File: config.mk
export PLATFORM = sky130hd
export DESIGN_NAME = laue_asymmetric_unit_filter
export DESIGN_NICKNAME = d
export VERILOG_FILES = /design/src/hdl/lauf_pkg.sv /design/src/hdl/lauf_classify.sv /design/src/hdl/laue_asymmetric_unit_filter.sv
export SDC_FILE = /design/constraint.sdc
export NUM_CORES = 1
export LEC_CHECK = 0
export CAP_MARGIN = 10
export CORE_ASPECT_RATIO = 2
export CORE_MARGIN = 10
export CORE_UTILIZATION = 30
export CTS_BUF_LIST = sky130_fd_sc_hd__clkbuf_16
export DETAILED_ROUTE_END_ITERATION = 6
export DONT_BUFFER_PORTS = 1
export SLEW_MARGIN = 20
export SYNTH_ARGS = -nofsm -noshare
export SYNTH_HDL_FRONTEND = slang
export SYNTH_SLANG_ARGS = --single-unit
File: constraint.sdc
create_clock -name clk -period 5.3 [get_ports clk]
set_input_delay 1.59 -clock clk [delete_from_list [all_inputs] [get_ports clk]]
set_output_delay 1.59 -clock clk [all_outputs]
set_load 0.02 [all_outputs]
File: src/hdl/lauf_pkg.sv
`default_nettype none

package lauf_pkg;

    localparam int COORD_BITS_DEF = 24;
    localparam int MODE_W         = 4;
    localparam int DIV_W          = 6;
    localparam int OUT_BITS       = 2 * DIV_W;
    localparam int M_TDATA_W      = ((OUT_BITS + 7) / 8) * 8;

    // Laue class codes
    localparam logic [MODE_W-1:0] MODE_BAR1   = 4'd0;
    localparam logic [MODE_W-1:0] MODE_2M     = 4'd1;
    localparam logic [MODE_W-1:0] MODE_2MB    = 4'd2;
    localparam logic [MODE_W-1:0] MODE_MMM    = 4'd3;
    localparam logic [MODE_W-1:0] MODE_4M     = 4'd4;
    localparam logic [MODE_W-1:0] MODE_4MMM   = 4'd5;
    localparam logic [MODE_W-1:0] MODE_BAR3H  = 4'd6;
    localparam logic [MODE_W-1:0] MODE_BAR3R  = 4'd7;
    localparam logic [MODE_W-1:0] MODE_BAR3MH = 4'd8;
    localparam logic [MODE_W-1:0] MODE_BAR3MR = 4'd9;
    localparam logic [MODE_W-1:0] MODE_6M     = 4'd10;
    localparam logic [MODE_W-1:0] MODE_6MMM   = 4'd11;
    localparam logic [MODE_W-1:0] MODE_M3     = 4'd12;
    localparam logic [MODE_W-1:0] MODE_M3M    = 4'd13;

    typedef logic [MODE_W-1:0] lauf_mode_t;
    typedef logic [DIV_W-1:0]  lauf_div_t;

    typedef struct packed {
        logic      keep;
        lauf_div_t site_divisor;
        lauf_div_t group_factor;
    } lauf_result_t;

    // Laue group multiplicity; unassigned codes behave as -1
    function automatic lauf_div_t group_factor_of(input lauf_mode_t mode);
        lauf_div_t g;
        begin
            case (mode)
                MODE_BAR1:   g = 6'd2;
                MODE_2M:     g = 6'd4;
                MODE_2MB:    g = 6'd2;
                MODE_MMM:    g = 6'd8;
                MODE_4M:     g = 6'd8;
                MODE_4MMM:   g = 6'd16;
                MODE_BAR3H:  g = 6'd6;
                MODE_BAR3R:  g = 6'd6;
                MODE_BAR3MH: g = 6'd12;
                MODE_BAR3MR: g = 6'd12;
                MODE_6M:     g = 6'd12;
                MODE_6MMM:   g = 6'd24;
                MODE_M3:     g = 6'd24;
                MODE_M3M:    g = 6'd48;
                default:     g = 6'd2;
            endcase
            return g;
        end
    endfunction

endpackage

`default_nettype wire

File: src/hdl/lauf_classify.sv
`default_nettype none

module lauf_classify #(
    parameter int COORD_BITS = lauf_pkg::COORD_BITS_DEF
) (
    input  wire logic signed [COORD_BITS-1:0] coord_x,
    input  wire logic signed [COORD_BITS-1:0] coord_y,
    input  wire logic signed [COORD_BITS-1:0] coord_z,
    input  wire lauf_pkg::lauf_mode_t         mode,
    output lauf_pkg::lauf_result_t            res
);
    import lauf_pkg::*;

    localparam int EW = COORD_BITS + 2;

    // two guard bits so that 2*y and -y never overflow
    logic signed [EW-1:0] xe, ye, ze, y2, yn;

    assign xe = EW'(coord_x);
    assign ye = EW'(coord_y);
    assign ze = EW'(coord_z);
    assign y2 = ye <<< 1;
    assign yn = -ye;

    logic x_zero, y_zero, z_zero, z_neg, x_neg, y_neg;
    logic x_eq_y, y_eq_z, x_eq_2y, x_eq_ny;
    logic x_ge_y, y_ge_z, x_ge_2y, x_ge_ny;

    assign x_zero  = (xe == '0);
    assign y_zero  = (ye == '0);
    assign z_zero  = (ze == '0);
    assign x_neg   = xe[EW-1];
    assign y_neg   = ye[EW-1];
    assign z_neg   = ze[EW-1];
    assign x_eq_y  = (xe == ye);
    assign y_eq_z  = (ye == ze);
    assign x_eq_2y = (xe == y2);
    assign x_eq_ny = (xe == yn);
    assign x_ge_y  = (xe >= ye);
    assign y_ge_z  = (ye >= ze);
    assign x_ge_2y = (xe >= y2);
    assign x_ge_ny = (xe >= yn);

    always_comb
    begin
        logic      keep;
        lauf_div_t div;
        keep = 1'b1;
        div  = 6'd1;
        unique case (mode) inside
            MODE_2M, MODE_4M, MODE_6M:
            begin
                keep = !z_neg;
                if (z_zero) div = 6'd2;
            end
            MODE_MMM, MODE_M3:
            begin
                keep = !z_neg && !x_neg && !y_neg;
                if (z_zero) div = {div[DIV_W-2:0], 1'b0};
                if (x_zero) div = {div[DIV_W-2:0], 1'b0};
                if (y_zero) div = {div[DIV_W-2:0], 1'b0};
            end
            MODE_4MMM:
            begin
                keep = !z_neg && x_ge_y && !y_neg;
                if (z_zero) div = {div[DIV_W-2:0], 1'b0};
                if (y_zero) div = {div[DIV_W-2:0], 1'b0};
                if (x_eq_y) div = {div[DIV_W-2:0], 1'b0};
                if (x_zero) div = {div[DIV_W-2:0], 1'b0};
            end
            MODE_M3M:
            begin
                keep = !z_neg && y_ge_z && x_ge_y;
                if (x_zero)                         div = 6'd48;
                else if (y_zero && z_zero)          div = 6'd8;
                else if (x_eq_y && y_eq_z)          div = 6'd6;
                else if (x_eq_y && z_zero)          div = 6'd4;
                else if (z_zero || y_eq_z || x_eq_y) div = 6'd2;
            end
            MODE_6MMM:
            begin
                keep = !z_neg && !y_neg && x_ge_2y;
                if (x_zero && y_zero)        div = 6'd12;
                else if (y_zero || x_eq_2y)  div = 6'd2;
                if (z_zero) div = {div[DIV_W-2:0], 1'b0};
            end
            MODE_BAR3MH:
            begin
                keep = x_ge_ny && x_ge_2y;
                if (x_zero && y_zero)        div = 6'd6;
                else if (x_eq_ny || x_eq_2y) div = 6'd2;
            end
            MODE_BAR3MR:
            begin
                keep = x_ge_y && y_ge_z;
                if (x_eq_y && y_eq_z)      div = 6'd6;
                else if (x_eq_y || y_eq_z) div = 6'd2;
            end
            default:
            begin
                keep = 1'b1;
                div  = 6'd1;
            end
        endcase
        res.keep         = keep;
        res.site_divisor = keep ? div : 6'd1;
        res.group_factor = group_factor_of(mode);
    end

endmodule

`default_nettype wire

File: src/hdl/laue_asymmetric_unit_filter.sv
`default_nettype none

// Channel   Dir  Payload (low bit up)                         Handshake
// s_axis    in   tdata: coord_x, coord_y, coord_z; tlast      tvalid/tready
// m_axis    out  tdata: site_divisor, group_factor;           tvalid/tready
//                tuser: keep; tlast
// cfg       in   cfg_wr_data: laue_mode                       cfg_wr_en
//
// The pipe is the input register, then the classify compares into the
// result register. One beat per cycle sustained; the only limit is the
// m_axis tready, propagated back through both register stages.
// rst_n (async, active low) empties both stages and sets laue_mode to -1.
// A stall holds the result register; the input register still fills, so
// two beats can be held before s_axis_tready drops.

module laue_asymmetric_unit_filter #(
    parameter int COORD_BITS = lauf_pkg::COORD_BITS_DEF,
    localparam int S_TDATA_W = ((3 * COORD_BITS + 7) / 8) * 8
) (
    input  wire logic                               clk,
    input  wire logic                               rst_n,

    input  wire logic                               cfg_wr_en,
    input  wire logic [lauf_pkg::MODE_W-1:0]        cfg_wr_data,   // laue_mode

    input  wire logic                               s_axis_tvalid,
    output logic                                    s_axis_tready,
    input  wire logic [S_TDATA_W-1:0]               s_axis_tdata,  // coord_x, coord_y, coord_z
    input  wire logic                               s_axis_tlast,

    output logic                                    m_axis_tvalid,
    input  wire logic                               m_axis_tready,
    output logic [lauf_pkg::M_TDATA_W-1:0]          m_axis_tdata,  // site_divisor, group_factor
    output logic                                    m_axis_tuser,  // keep
    output logic                                    m_axis_tlast
);
    import lauf_pkg::*;

    // config register
    lauf_mode_t mode_reg;

    always_ff @(posedge clk or negedge rst_n)
    begin
        if (!rst_n)
            mode_reg <= MODE_BAR1;
        else if (cfg_wr_en)
            mode_reg <= cfg_wr_data;
    end

    // stage 1: input register
    logic                          v1_reg;
    logic signed [COORD_BITS-1:0]  x_reg, y_reg, z_reg;
    logic                          last1_reg;

    // stage 2: result register
    logic                          v2_reg;
    lauf_result_t                  res_reg;
    logic                          last2_reg;

    logic s2_ready, s1_ready;

    assign s2_ready      = !v2_reg || m_axis_tready;
    assign s1_ready      = !v1_reg || s2_ready;
    assign s_axis_tready = s1_ready;

    always_ff @(posedge clk or negedge rst_n)
    begin
        if (!rst_n)
            v1_reg <= 1'b0;
        else if (s1_ready)
            v1_reg <= s_axis_tvalid;
    end

    always_ff @(posedge clk)
    begin
        if (s1_ready && s_axis_tvalid)
        begin
            x_reg     <= s_axis_tdata[COORD_BITS-1:0];
            y_reg     <= s_axis_tdata[2*COORD_BITS-1:COORD_BITS];
            z_reg     <= s_axis_tdata[3*COORD_BITS-1:2*COORD_BITS];
            last1_reg <= s_axis_tlast;
        end
    end

    lauf_result_t res_next;

    lauf_classify #(
        .COORD_BITS (COORD_BITS)
    ) u_classify (
        .coord_x (x_reg),
        .coord_y (y_reg),
        .coord_z (z_reg),
        .mode    (mode_reg),
        .res     (res_next)
    );

    always_ff @(posedge clk or negedge rst_n)
    begin
        if (!rst_n)
            v2_reg <= 1'b0;
        else if (s2_ready)
            v2_reg <= v1_reg;
    end

    always_ff @(posedge clk)
    begin
        if (s2_ready && v1_reg)
        begin
            res_reg   <= res_next;
            last2_reg <= last1_reg;
        end
    end

    assign m_axis_tvalid = v2_reg;
    assign m_axis_tdata  = M_TDATA_W'({res_reg.group_factor, res_reg.site_divisor});
    assign m_axis_tuser  = res_reg.keep;
    assign m_axis_tlast  = last2_reg;

    // a rejected vector always carries divisor 1
    assert property (@(posedge clk) disable iff (!rst_n)
        m_axis_tvalid && !m_axis_tuser |-> res_reg.site_divisor == 6'd1)
        else $error("rejected beat with divisor other than 1");

    // divisor never zero on a valid beat
    assert property (@(posedge clk) disable iff (!rst_n)
        m_axis_tvalid |-> res_reg.site_divisor != '0)
        else $error("zero site divisor");

    // pass-through classes keep everything with divisor 1
    assert property (@(posedge clk) disable iff (!rst_n)
        m_axis_tvalid && (mode_reg == MODE_BAR1 || mode_reg == MODE_2MB ||
                          mode_reg == MODE_BAR3H || mode_reg == MODE_BAR3R)
        |-> m_axis_tuser && res_reg.site_divisor == 6'd1)
        else $error("pass-through class dropped or divided a vector");

    // backpressure only when both stages are full
    assert property (@(posedge clk) disable iff (!rst_n)
        !s_axis_tready |-> v1_reg && v2_reg && !m_axis_tready)
        else $error("input stalled with a free stage");

endmodule

`default_nettype wire

==> After elaboration in Yosys (flattened, before gate mapping) <==
Memories as Yosys holds them, arrays and structs flattened. A register that Yosys moved wholly into a read port is not among the register bits.
Index checks and enable logic that the tools add are counted.
{ "word_totals": {"in_bits": 82, "register_bits": 93, "rom_bits": 80, "word_cells": 84, "output_inout_bits": 20, "memories": 1} }
{ "mem_list": {"columns": ["name", "depth", "width", "rd", "rd_clocked_by_memory_dff", "wr", "line_no", "rtl"], "rows": [
  ["(name not given)", 16, 5, 1, 1, 0, "lauf_pkg.sv:40", "case (mode)"]
]} }
{ "classes": {"eq_ne": 14, "add_sub_neg": 1, "order_cmp": 4, "n_reduce_logical": 33, "mux": 20} }
{ "op_table": {"columns": ["operator", "count"], "rows": [
  ["zero test 26 bit", 3],
  ["2-to-1 mux 6 bit", 13],
  ["== test 24 bit", 2],
  [">= comparator 24 bit", 2],
  ["one-hot mux 6 bit (7 select lines)", 1],
  ["== test 24 x 26 -> 1 bit", 1],
  [">= comparator 24 x 26 -> 1 bit", 1],
  ["negation 24 -> 26 bit", 1],
  ["== test 24 x 25 -> 1 bit", 1],
  [">= comparator 24 x 25 -> 1 bit", 1],
  ["== test 4 bit, second input constant", 6],
  ["logical AND 1 bit", 16],
  ["2-to-1 mux 2 bit", 5],
  ["== test 4 x 3 -> 1 bit, second input constant", 2],
  ["logical OR 1 bit", 7],
  ["one-hot mux 1 bit (7 select lines)", 1],
  ["zero test 1 bit", 5],
  ["== test 4 x 1 -> 1 bit, second input constant", 1],
  ["== test 4 x 2 -> 1 bit, second input constant", 1],
  ["OR reduction 3 bit", 1],
  ["OR reduction 2 bit", 1]
]} }

==> Depth between registers and ports, before layout <==
Gate-level depths: netlist of the first run.
{ "depth": {"ltp_word": 9, "mapped_depth": 18, "depth_no_buf": 17} }

==> Modules after synthesis <==
From an unflattened synthesis of the first run, not the netlist that was laid out.
{ "unflattened": {"hier_cells": 626, "hier_area_um2": 6527.5} }
{ "modules_own_cells": {"columns": ["module", "area_each_um2", "cells_each", "instances", "seq_area_each_um2"], "rows": [
  ["lauf_classify", 3634.7, 518, 1, 0.0],
  ["laue_asymmetric_unit_filter", 2892.8, 108, 1, 2762.6]
]} }

==> Worst setup path before layout of the first run <==
No wires, ideal clock.
{ "synth_path": {"path_type": "register to register", "from": "reg y_reg[2]", "to": "reg res_reg (netlist bit m_axis_tdata[5]), data pin", "t_required_ns": 5.045, "period_less_slack_ns": 4.351, "slack_ns": 0.949, "n_path_buf": 0, "path_stages_with_launch": 18, "setup_ns": 0.255, "arrival_time_ns": 4.096, "path_cell_list": "edfxtp_1 > inv_1 > nand4_1 > nor4_1 > nand2_1 > or3_1 > or2_2 > xnor2_1 > ha_1 > nand4_1 > or3_1 > nor3_1 > o41ai_1 > o211ai_1 > mux2_2 > o221ai_1 > o211ai_1 > and3_1"} }
{ "synth_via": {"elab_chain_cells": 6, "word_cells_on_any_way": 25, "classes_between": "1 x add/sub; 4 x order compare; 2 x eq/ne; 8 x mux; 10 x reduce/logical"} }
{ "synth_rtl": {"columns": ["element", "line_no", "rtl"], "rows": [
  ["start, declared", "laue_asymmetric_unit_filter.sv:52", "logic signed [COORD_BITS-1:0] x_reg, y_reg, z_reg;"],
  ["start signal, assigned", "laue_asymmetric_unit_filter.sv:79", "y_reg <= s_axis_tdata[2*COORD_BITS-1:COORD_BITS];"],
  ["parallel branches: the longest is 6 deep, another holds negation 24 -> 26 bit", null, null],
  ["end signal, assigned", "laue_asymmetric_unit_filter.sv:109", "res_reg <= res_next;"],
  ["end, declared", "laue_asymmetric_unit_filter.sv:57", "lauf_result_t res_reg;"]
]} }
Several ways; the timed one is not identified.
A chain may end at the register's enable or synchronous reset.

==> Worst setup path in the final report of the first run <==
{ "layout_path": {"from": "reg y_reg[0]", "to": "reg res_reg (netlist bit m_axis_tdata[5]), data pin"} }
The elaborated chain is that of the path after synthesis.

==> results of run 1 <==
power by group through the flow:
| stage | Sequential (mW) | Combinational, mW | Clock, mW |
|---|---|---|---|
| after floorplan | 0.915 | 0.223 | 0 |
| final | 0.926 | 0.287 | 0.591 |
| after global routing | 0.934 | 0.329 | 0.641 |
| after CTS | 0.928 | 0.291 | 0.611 |
| after global placement | 0.942 | 0.284 | 0 |
| after detailed placement | 0.943 | 0.289 | 0 |
cell families after synthesis:
logic type | share of synthesized area [%]
flip-flops | 43.20
adder cells (fa/ha/maj) | 20.18
multiplexers | 1.385
XOR/XNOR | 2.908
AO/OA/AOI/OAI | 11.59
AND/OR/NAND/NOR | 16.20
buffers and inverters | 4.471
other | 0.05929
worst max-delay path by stage:
| stage | end | slack [ps] | cells after the start |
|---|---|---|---|
| global placement | m_axis_tdata[5] | 560 | 18 |
| floorplan | m_axis_tdata[5] | 950 | 17 |
| detailed placement | m_axis_tdata[5] | 470 | 18 |
| finish | m_axis_tdata[5] | 520 | 18 |
| global route | m_axis_tdata[5] | 90 | 18 |
| CTS | m_axis_tdata[5] | 450 | 18 |
synthesized netlist by cell type, types with 4 or more instances:
| master | number |
|---|---|
| nand2_1 | 38 |
| nor3_1 | 11 |
| and3_1 | 4 |
| nor2_1 | 32 |
| nand2b_1 | 7 |
| and2_1 | 6 |
| edfxtp_1 | 86 |
| a21o_1 | 11 |
| inv_1 | 59 |
| mux2_2 | 6 |
| o21ai_0 | 13 |
| xnor2_1 | 19 |
| clkbuf_1 | 5 |
| a21oi_1 | 42 |
| a22oi_1 | 4 |
| nand4_1 | 25 |
| dfrtp_1 | 6 |
| ha_1 | 102 |
| nor4_1 | 19 |
| buf_4 | 5 |
| nor2b_1 | 8 |
| o221ai_1 | 4 |
| o211ai_1 | 7 |
| nand3_1 | 19 |
metal layers:
metal	global-route usage, %	vias to the layer above	share of wire, %
met3	3.463	60	4.6
li1	-	2254	-
met2	23.55	122	55
met1	11.32	2152	33
met5	0	-	0
met4	11.27	0	7.9
layout make-up:
cell class / instances / area, um2
Clock buffer: 9 / 225.2
Clock inverter: 7 / 45.04
Fill cell: 2126 / 13910
Inverter: 59 / 221.5
Multi-Input combinational cell: 436 / 3327
Sequential cell: 92 / 2733
Tap cell: 269 / 336.6
Timing Repair Buffer: 5 / 37.54
through the flow:
stage / total power [mW] / std cells / hold slack (ps)
6_report: 1.804 / 877 / 422.3
5_1_grt: 1.903 / 877 / 427.2
4_1_cts: 1.830 / 877 / 422.4
3_5_place_dp: 1.232 / 861 / 407.1
3_3_place_gp: 1.227 / 861 / 401.6
2_1_floorplan: 1.138 / 598 / 400.3
==> results.txt, run 1 <==
Mapped Area: 6325 um2
Nature of the critical path endpoint: register
Worst r2r path cells: 18
Crit Path Category: register to register
Setup repair bufs after CTS: 0
Detailed placer's ending HPWL: 14.83 mm
Net switching power: 0.5155 mW
Post-DR vias/cell: 5.231
Hold path endpoint: m_axis_tlast
Hold Path Origin: last1_reg
Avg Cell Area, Syn: 10.65 um2
Vias in the first global route: 4,959
Root Driver: clkbuf_16
CTS Sinks: 92
DIE AREA: 27,640 um2
Final setup fails: 0
Hold_buf cts: 0
Final wirelength: 17.53 mm
Crit path max-delay family: simple AND/OR/NAND/NOR gates
Area contributors post-synth: edfxtp_1, ha_1, inv_1
Gate Count Post-Synth: 594
Placed cell area: 6655 um2
Max Freq: 0.2091 GHz
Worst endpoint data arrival time: 4900 ps
Crit Path Max Fanout: 7
Max Root-Sink Buffers: 2
Cell area after layout: 6925 um2
Synth-to-Final Area Change: 9.496%
Overflow after GRT: 0
Seq/Total Area, Yosys: 43.20%
Clock power frac: 32.7%
YS warnings: 0
Synthesized flop and latch total: 92
Global-route wire length before repair: 26.70 mm
Period utilization: 90.23%
Unrepaired setup endpoints after global routing: no
Cell taking the most area after synthesis: edfxtp_1
Tmin final: 4782 ps
Slew Viols, Final: 0
RR Startpoint: y_reg[0]
Reg power frac: 51.3%
CP peak stage delay: 450 ps
GRT Resource Usage Total: 13.03%
GPL Wtd Cong: 0.8991
Std-Cell Rows: 75
Initial Util: 30.36%
Wire per inst: 19.99 um
Clk slew on worst S/H paths: 60 ps
Final hold vios: 0
Slowest CP cell: edfxtp_1
H-tree Lvls: 3
Worst VDD drop: 0.0002281 V
TritonCTS clock tree: done
Hold WC Path Type: register to register
Post-synth ARST share: 6.522%
Most frequent cells in the layout: ha_1, edfxtp_1, inv_1, a21oi_1, nand2_1
Hold Path Stages: 0
Port buffer count: 0
Worst slew margin: 34.80%
Residual DRC: 0
Reg2reg end: m_axis_tdata[5]
Largest net degree at the start of global routing: 60
CTS resizes: 0
Buf/Inv on CP: 2
Post-synth EDFFs: 86
Status: finished, final reports clean
Clk_skew: 6.797 ps
Crit path from: y_reg[0]
Chip height: 225.3 um
Worst skew pair latency: 370 ps
Drt pass-1 iters: 4
Yosys top cell area share: 40.83%
NumNets Final: 787
Static Leak: 2.823 nW
Via count: 4,588
Worst path required time: 5420 ps
Core area: 20,830 um2
R2R setup slack: 520 ps
Die width: 122.7 um
Dpl ws: 474.7 ps
Initial antenna violation count: 0
Share of layout cells above drive strength 1: 5.428%
Layout Utilization: 33.24%
Cell variety after synth: 60
Cells along the critical path: inv_1, nand4_1, nor4_1, buf_4, nand2_1, or3_1, or2_2, xnor2_1, ha_1, nand4_1, or3_1, nor3_1, o41ai_1, o211ai_1, mux2_2, o221ai_1, o211ai_1, and3_1
1st-iter DRT viols: 186
Switching part of the total power: 28.57%
Critical Path Start Type: register
Post-synth top flop: edfxtp_1
Comb pwr share: 15.9%
CTS buffer count: 9
Slew @ Worst Pin: 969.1 ps
Commonest non-fill, non-tap cell in the layout: ha_1
Antenna Cells: 0
Power Density: 260.5 nW/um2
TNS Setup: 0 ps
Ports: 102
Final worst slack: 518.1 ps
# Max-Cap Violations: 0
Antenna-violating nets left: 0
Int Power: 1.289 mW
Power figures use the tool's default switching activity.
==> run 2: changes to the inputs <==
CTS_BUF_LIST = sky130_fd_sc_hd__clkbuf_4   (was sky130_fd_sc_hd__clkbuf_16)
==> results.txt, run 2 (same netlist as run 1, synthesis figures left out) <==
Slew @ Worst Pin: 956.2 ps (-12.98 ps)
Commonest non-fill, non-tap cell in the layout: ha_1
Critical Path Start Type: register
Ports: 102 (unchanged)
Net switching power: 0.4858 mW (-5.7%)
Tot Pwr: 1.566 mW (-13%)
Setup repair bufs after CTS: 0 (unchanged)
Final worst slack: 478.2 ps (-39.80 ps)
Die width: 122.7 um (unchanged)
DIE AREA: 27,640 um2 (unchanged)
Reg power frac: 59.0% (+7.7 points)
Share of layout cells above drive strength 1: 5.757% (+0.33 points)
Clk_skew: 11.15 ps (+4.349 ps)
Tmin final: 4822 ps (+39.80 ps)
GRT Resource Usage Total: 13.02% (about the same)
Nature of the critical path endpoint: register
Crit Path Category: register to register
NumNets Final: 787 (unchanged)
Final setup fails: 0 (unchanged)
Max Root-Sink Buffers: 2 (unchanged)
Worst endpoint data arrival time: 5110 ps (+210 ps)
Clk slew on worst S/H paths: 130 ps (+70 ps)
Core area: 20,830 um2 (unchanged)
1st-iter DRT viols: 206 (+11%)
Multi-input logic area: 3327 um2 (unchanged)
Switching part of the total power: 31.02% (+2.5 points)
Power Density: 231.1 nW/um2 (-11%)
# Max-Cap Violations: 0 (unchanged)
Int Power: 1.080 mW (-16%)
Clock power frac: 22.6% (-10 points)
Largest net degree at the start of global routing: 60 (unchanged)
Fillers: 2,148 (+1.0%)
Port buffer count: 0 (unchanged)
Hold Path Origin: last1_reg
Via count: 4,589 (+0.022%)
H-tree Lvls: 3 (unchanged)
Period utilization: 90.98% (+0.75 points)
Most frequent cells in the layout: ha_1, edfxtp_1, inv_1, a21oi_1, nand2_1
Root Driver: clkbuf_4
Std-Cell Rows: 75 (unchanged)
Max Freq: 0.2074 GHz (-0.83%)
TNS Setup: 0 ps (unchanged)
Worst slew margin: 35.67% (+0.87 points)
Wire per inst: 19.87 um (-0.60%)
Hold_buf cts: 0 (unchanged)
TritonCTS clock tree: done
Unrepaired setup endpoints after global routing: no
Global-route wire length before repair: 26.72 mm (about the same)
Worst path required time: 5590 ps (+170 ps)
Drt pass-1 iters: 5 (+1)
Chip height: 225.3 um (unchanged)
Overflow after GRT: 0 (unchanged)
Antenna-violating nets left: 0 (unchanged)
Static Leak: 2.752 nW (-2.5%)
Final wirelength: 17.45 mm (-0.48%)
Crit path from: y_reg[0]
Status: finished, final reports clean
Initial Util: 30.36% (unchanged)
Slew Viols, Final: 0 (unchanged)
Dpl ws: 474.7 ps (unchanged)
Comb pwr share: 18.4% (+2.5 points)
Sequential cell area: 2733 um2 (unchanged)
Crit Path Max Fanout: 7 (unchanged)
Vias in the first global route: 4,947 (-0.24%)
CTS Sinks: 92 (unchanged)
R2R setup slack: 480 ps (-40 ps)
GPL Wtd Cong: 0.8991 (unchanged)
Post-DR vias/cell: 5.227 (about the same)
CTS resizes: 0 (unchanged)
CTS buffer count: 9 (unchanged)
Residual DRC: 0 (unchanged)
Worst skew pair latency: 520 ps (+150 ps)
Hold WC Path Type: register to register
RR Startpoint: y_reg[0]
Synth-to-Final Area Change: 7.161%
Detailed placer's ending HPWL: 14.83 mm (unchanged)
Worst VDD drop: 0.0001605 V (-30%)
Final hold vios: 0 (unchanged)
Initial antenna violation count: 1 (+1)
==> run 2: changes by cell type in the layout (fill, tap and decap cells not counted) <==
cell / before / now
inv_1: 61 / 59
clkbuf_16: 9 / 0
diode_2: 0 / 1
clkbuf_4: 0 / 11
==> run 2: through the flow <==
step                cells  hold WS (ps)  instance area, um2  util, %
floorplan             598         400.3                6340        -
global placement      861         401.6                6655    31.95
detailed placement    861         407.1                6655    31.95
CTS                   877         439.7                6775    32.52
global route          878         445.5                6778    32.53
finish                878         437.9                6778    32.53
==> run 2: worst paths after layout <==
kind                                   end  depth (start not counted)
setup / recovery           m_axis_tdata[5]                         18
hold / removal                m_axis_tlast                          0
setup reg to reg           m_axis_tdata[5]                         18
hold reg to reg               m_axis_tlast                          0
max in group asynchronous      mode_reg[0]                          0
min in group asynchronous    m_axis_tvalid                          0
==> run 2: metal layers <==
layer  vias to the layer above  GRT usage (%)  routed length (um)
li1                       2250              -                   -
met1                      2144          11.34                5658
met2                       139          23.51                9632
met3                        56          3.563                 821
met4                         0          11.08                1333
met5                         -              0                   0
==> run 2: critical path, stage by stage, from the launching register on <==
cell	delay [ps]
edfxtp_1	480
inv_1	150
nand4_1	170
nor4_1	230
buf_4	180
nand2_1	110
or3_1	430
or2_2	320
xnor2_1	130
ha_1	310
nand4_1	100
or3_1	400
nor3_1	270
o41ai_1	130
o211ai_1	120
mux2_2	360
o221ai_1	160
o211ai_1	260
and3_1	260
==> run 2: final cells by class <==
cell class / instances / area share, %
flip-flops and latches: 92 / 40.32
clock inverters: 5 / 0.5538
multi-input cells: 436 / 49.09
diodes: 1 / 0.03692
repair buffers: 5 / 0.5538
well taps: 269 / 4.966
clock buffers: 11 / 1.218
inverters: 59 / 3.267
==> run 2: power by group through the flow <==
stage / combinational (mW) / clock (mW) / sequential (mW)
CTS: 0.291 / 0.375 / 0.926
global route: 0.329 / 0.405 / 0.933
detailed placement: 0.289 / 0 / 0.943
global placement: 0.284 / 0 / 0.942
finish: 0.288 / 0.354 / 0.924
floorplan: 0.223 / 0 / 0.915
==> run 3: changes to the inputs <==
clock period = 4.6 ns   (was 5.3 ns; I/O delays follow)
==> results.txt, run 3 (same netlist as run 1, synthesis figures left out) <==
Status: finished, final reports clean
GPL Wtd Cong: 0.8748 (-2.7%)
Buf/Inv on CP: 1 (-1)
Nature of the critical path endpoint: register
Multi-input logic area: 3388 um2 (+1.8%)
TritonCTS clock tree: done
Tmin final: 4399 ps (-423.0 ps)
Max Root-Sink Buffers: 2 (unchanged)
Sequential cell area: 2733 um2 (unchanged)
Antenna-violating nets left: 0 (unchanged)
Max Freq: 0.2273 GHz (+9.6%)
Final hold vios: 0 (unchanged)
Placed cell area: 6773 um2 (+1.8%)
Die width: 122.7 um (unchanged)
Crit path max-delay family: simple AND/OR/NAND/NOR gates
Clk_skew: 13.75 ps (+2.602 ps)
Hold WC Path Type: register to register
Power Density: 256.8 nW/um2 (+11%)
Hold Path Origin: last1_reg
Commonest non-fill, non-tap cell in the layout: ha_1
Ports: 102 (unchanged)
Chip height: 225.3 um (unchanged)
Worst slew margin: 48.84% (+13 points)
Drt pass-1 iters: 4 (-1)
Port buffer count: 0 (unchanged)
Share of layout cells above drive strength 1: 11.39% (+5.6 points)
Worst skew pair latency: 510 ps (about the same)
Most frequent cells in the layout: ha_1, edfxtp_1, inv_1, a21oi_1, nand2_1
Clk slew on worst S/H paths: 130 ps (about the same)
Worst VDD drop: 0.0001900 V (+18%)
Fillers: 2,152 (+0.19%)
Overflow after GRT: 0 (unchanged)
Wire per inst: 19.29 um (-2.9%)
Cells along the critical path: inv_2, nand4_1, nor4_2, nand2_1, or3_4, or2_2, xnor2_1, ha_1, nand4_1, or3_4, nor3_4, o41ai_1, o211ai_1, mux2_4, o221ai_2, o211ai_1, a21boi_2
Global-route wire length before repair: 26.65 mm (-0.23%)
# Max-Cap Violations: 0 (unchanged)
GRT Resource Usage Total: 12.98% (-0.043 points)
Crit Path Category: register to register
Comb pwr share: 19.3% (+0.9 points)
Core area: 20,830 um2 (unchanged)
Slew Viols, Final: 0 (unchanged)
Post-DR vias/cell: 5.185 (-0.79%)
Slowest CP cell: edfxtp_1
Critical Path Start Type: register
H-tree Lvls: 3 (unchanged)
Clock power frac: 22.0% (-0.6 points)
Switching part of the total power: 30.51% (-0.51 points)
Crit Path Max Fanout: 7 (unchanged)
TNS Setup: 0 ps (unchanged)
Final setup fails: 0 (unchanged)
Post-route insts no fill: 902 (+2.7%)
Largest net degree at the start of global routing: 74 (+23%)
Layout Utilization: 33.75% (+1.2 points)
CTS Sinks: 92 (unchanged)
Cell area after layout: 7032 um2 (+3.7%)
Std-Cell Rows: 75 (unchanged)
Root Driver: clkbuf_4
DIE AREA: 27,640 um2 (unchanged)
NumNets Final: 811 (+3.0%)
Residual DRC: 0 (unchanged)
CTS buffer count: 9 (unchanged)
Vias in the first global route: 4,994 (+0.95%)
Reg power frac: 58.7% (-0.3 points)
Period utilization: 95.62% (+4.6 points)
Worst path required time: 4860 ps (-730 ps)
Net switching power: 0.5509 mW (+13%)
CP peak stage delay: 460 ps (-20 ps)
1st-iter DRT viols: 188 (-8.7%)
Via count: 4,677 (+1.9%)
Placed instance count: 875 (+1.6%)
Initial antenna violation count: 1 (unchanged)
Worst endpoint data arrival time: 4650 ps (-460 ps)
Detailed placer's ending HPWL: 14.73 mm (-0.71%)
Static Leak: 2.893 nW (+5.1%)
Crit path from: y_reg[1]
Int Power: 1.255 mW (+16%)
Slew @ Worst Pin: 760.9 ps (-195.2 ps)
Final wirelength: 17.40 mm (-0.29%)
Initial Util: 30.36% (unchanged)
Synth-to-Final Area Change: 11.18%
RR Startpoint: y_reg[1]
## run 3: area by class of cell
cell class	count	share of cell area [%]
antenna	1	0.03559
clock buffer	11	1.174
clock inverter	5	0.5338
inverter	59	3.149
multi-input combinational	436	48.19
sequential	92	38.86
tap	269	4.786
timing repair buffer	29	3.274
## run 3: power groups by stage
| stage | registers (mW) | clock network, mW | logic, mW |
|---|---|---|---|
| after floorplan | 1.05 | 0 | 0.257 |
| after global placement | 1.08 | 0 | 0.338 |
| after detailed placement | 1.08 | 0 | 0.343 |
| after CTS | 1.06 | 0.435 | 0.346 |
| after global routing | 1.07 | 0.459 | 0.401 |
| final | 1.06 | 0.397 | 0.348 |
## run 3: metrics by stage
| step | power (mW) | setup slack [ps] | hold slack, ps |
|---|---|---|---|
| after floorplan | 1.311 | 249.2 | 400.3 |
| after global placement | 1.419 | 80.25 | 401.2 |
| after global routing | 1.930 | -40.43 | 445.3 |
| after CTS | 1.842 | 55.64 | 439.9 |
| after detailed placement | 1.424 | -29.11 | 407.1 |
| final | 1.806 | 201.3 | 438.5 |
## run 3: what timing repair did
| item | 4_1_cts | 5_1_grt |
|---|---|---|
| endpoints found under the setup margin | 7 | 7 |
| pin swaps | 1 | 5 |
| endpoints found under the hold margin | 0 | 0 |
| resized for setup | 1 | 16 |
| buffers inserted | 3 | 7 |
| hold buffers | 0 | 0 |
| gates cloned | 0 | 0 |
## run 3: routing by layer
metal	track usage [%]	vias to the layer above	wire [um]
li1	-	2298	-
met1	10.81	2216	5702
met2	24.76	113	9909
met3	3.212	50	691
met4	9.855	0	1092
met5	0	-	0
## run 3: final timing paths
| kind | cells after the start | end | slack [ps] |
|---|---|---|---|
| worst max-delay path | 17 | m_axis_tdata[4] | 200 |
| worst min-delay path | 0 | m_axis_tlast | 440 |
| worst max register to register | 17 | m_axis_tdata[4] | 200 |
| worst min register to register | 0 | m_axis_tlast | 440 |
| max in group asynchronous | 0 | m_axis_tvalid | 3980 |
| min in group asynchronous | 0 | mode_reg[1] | 550 |
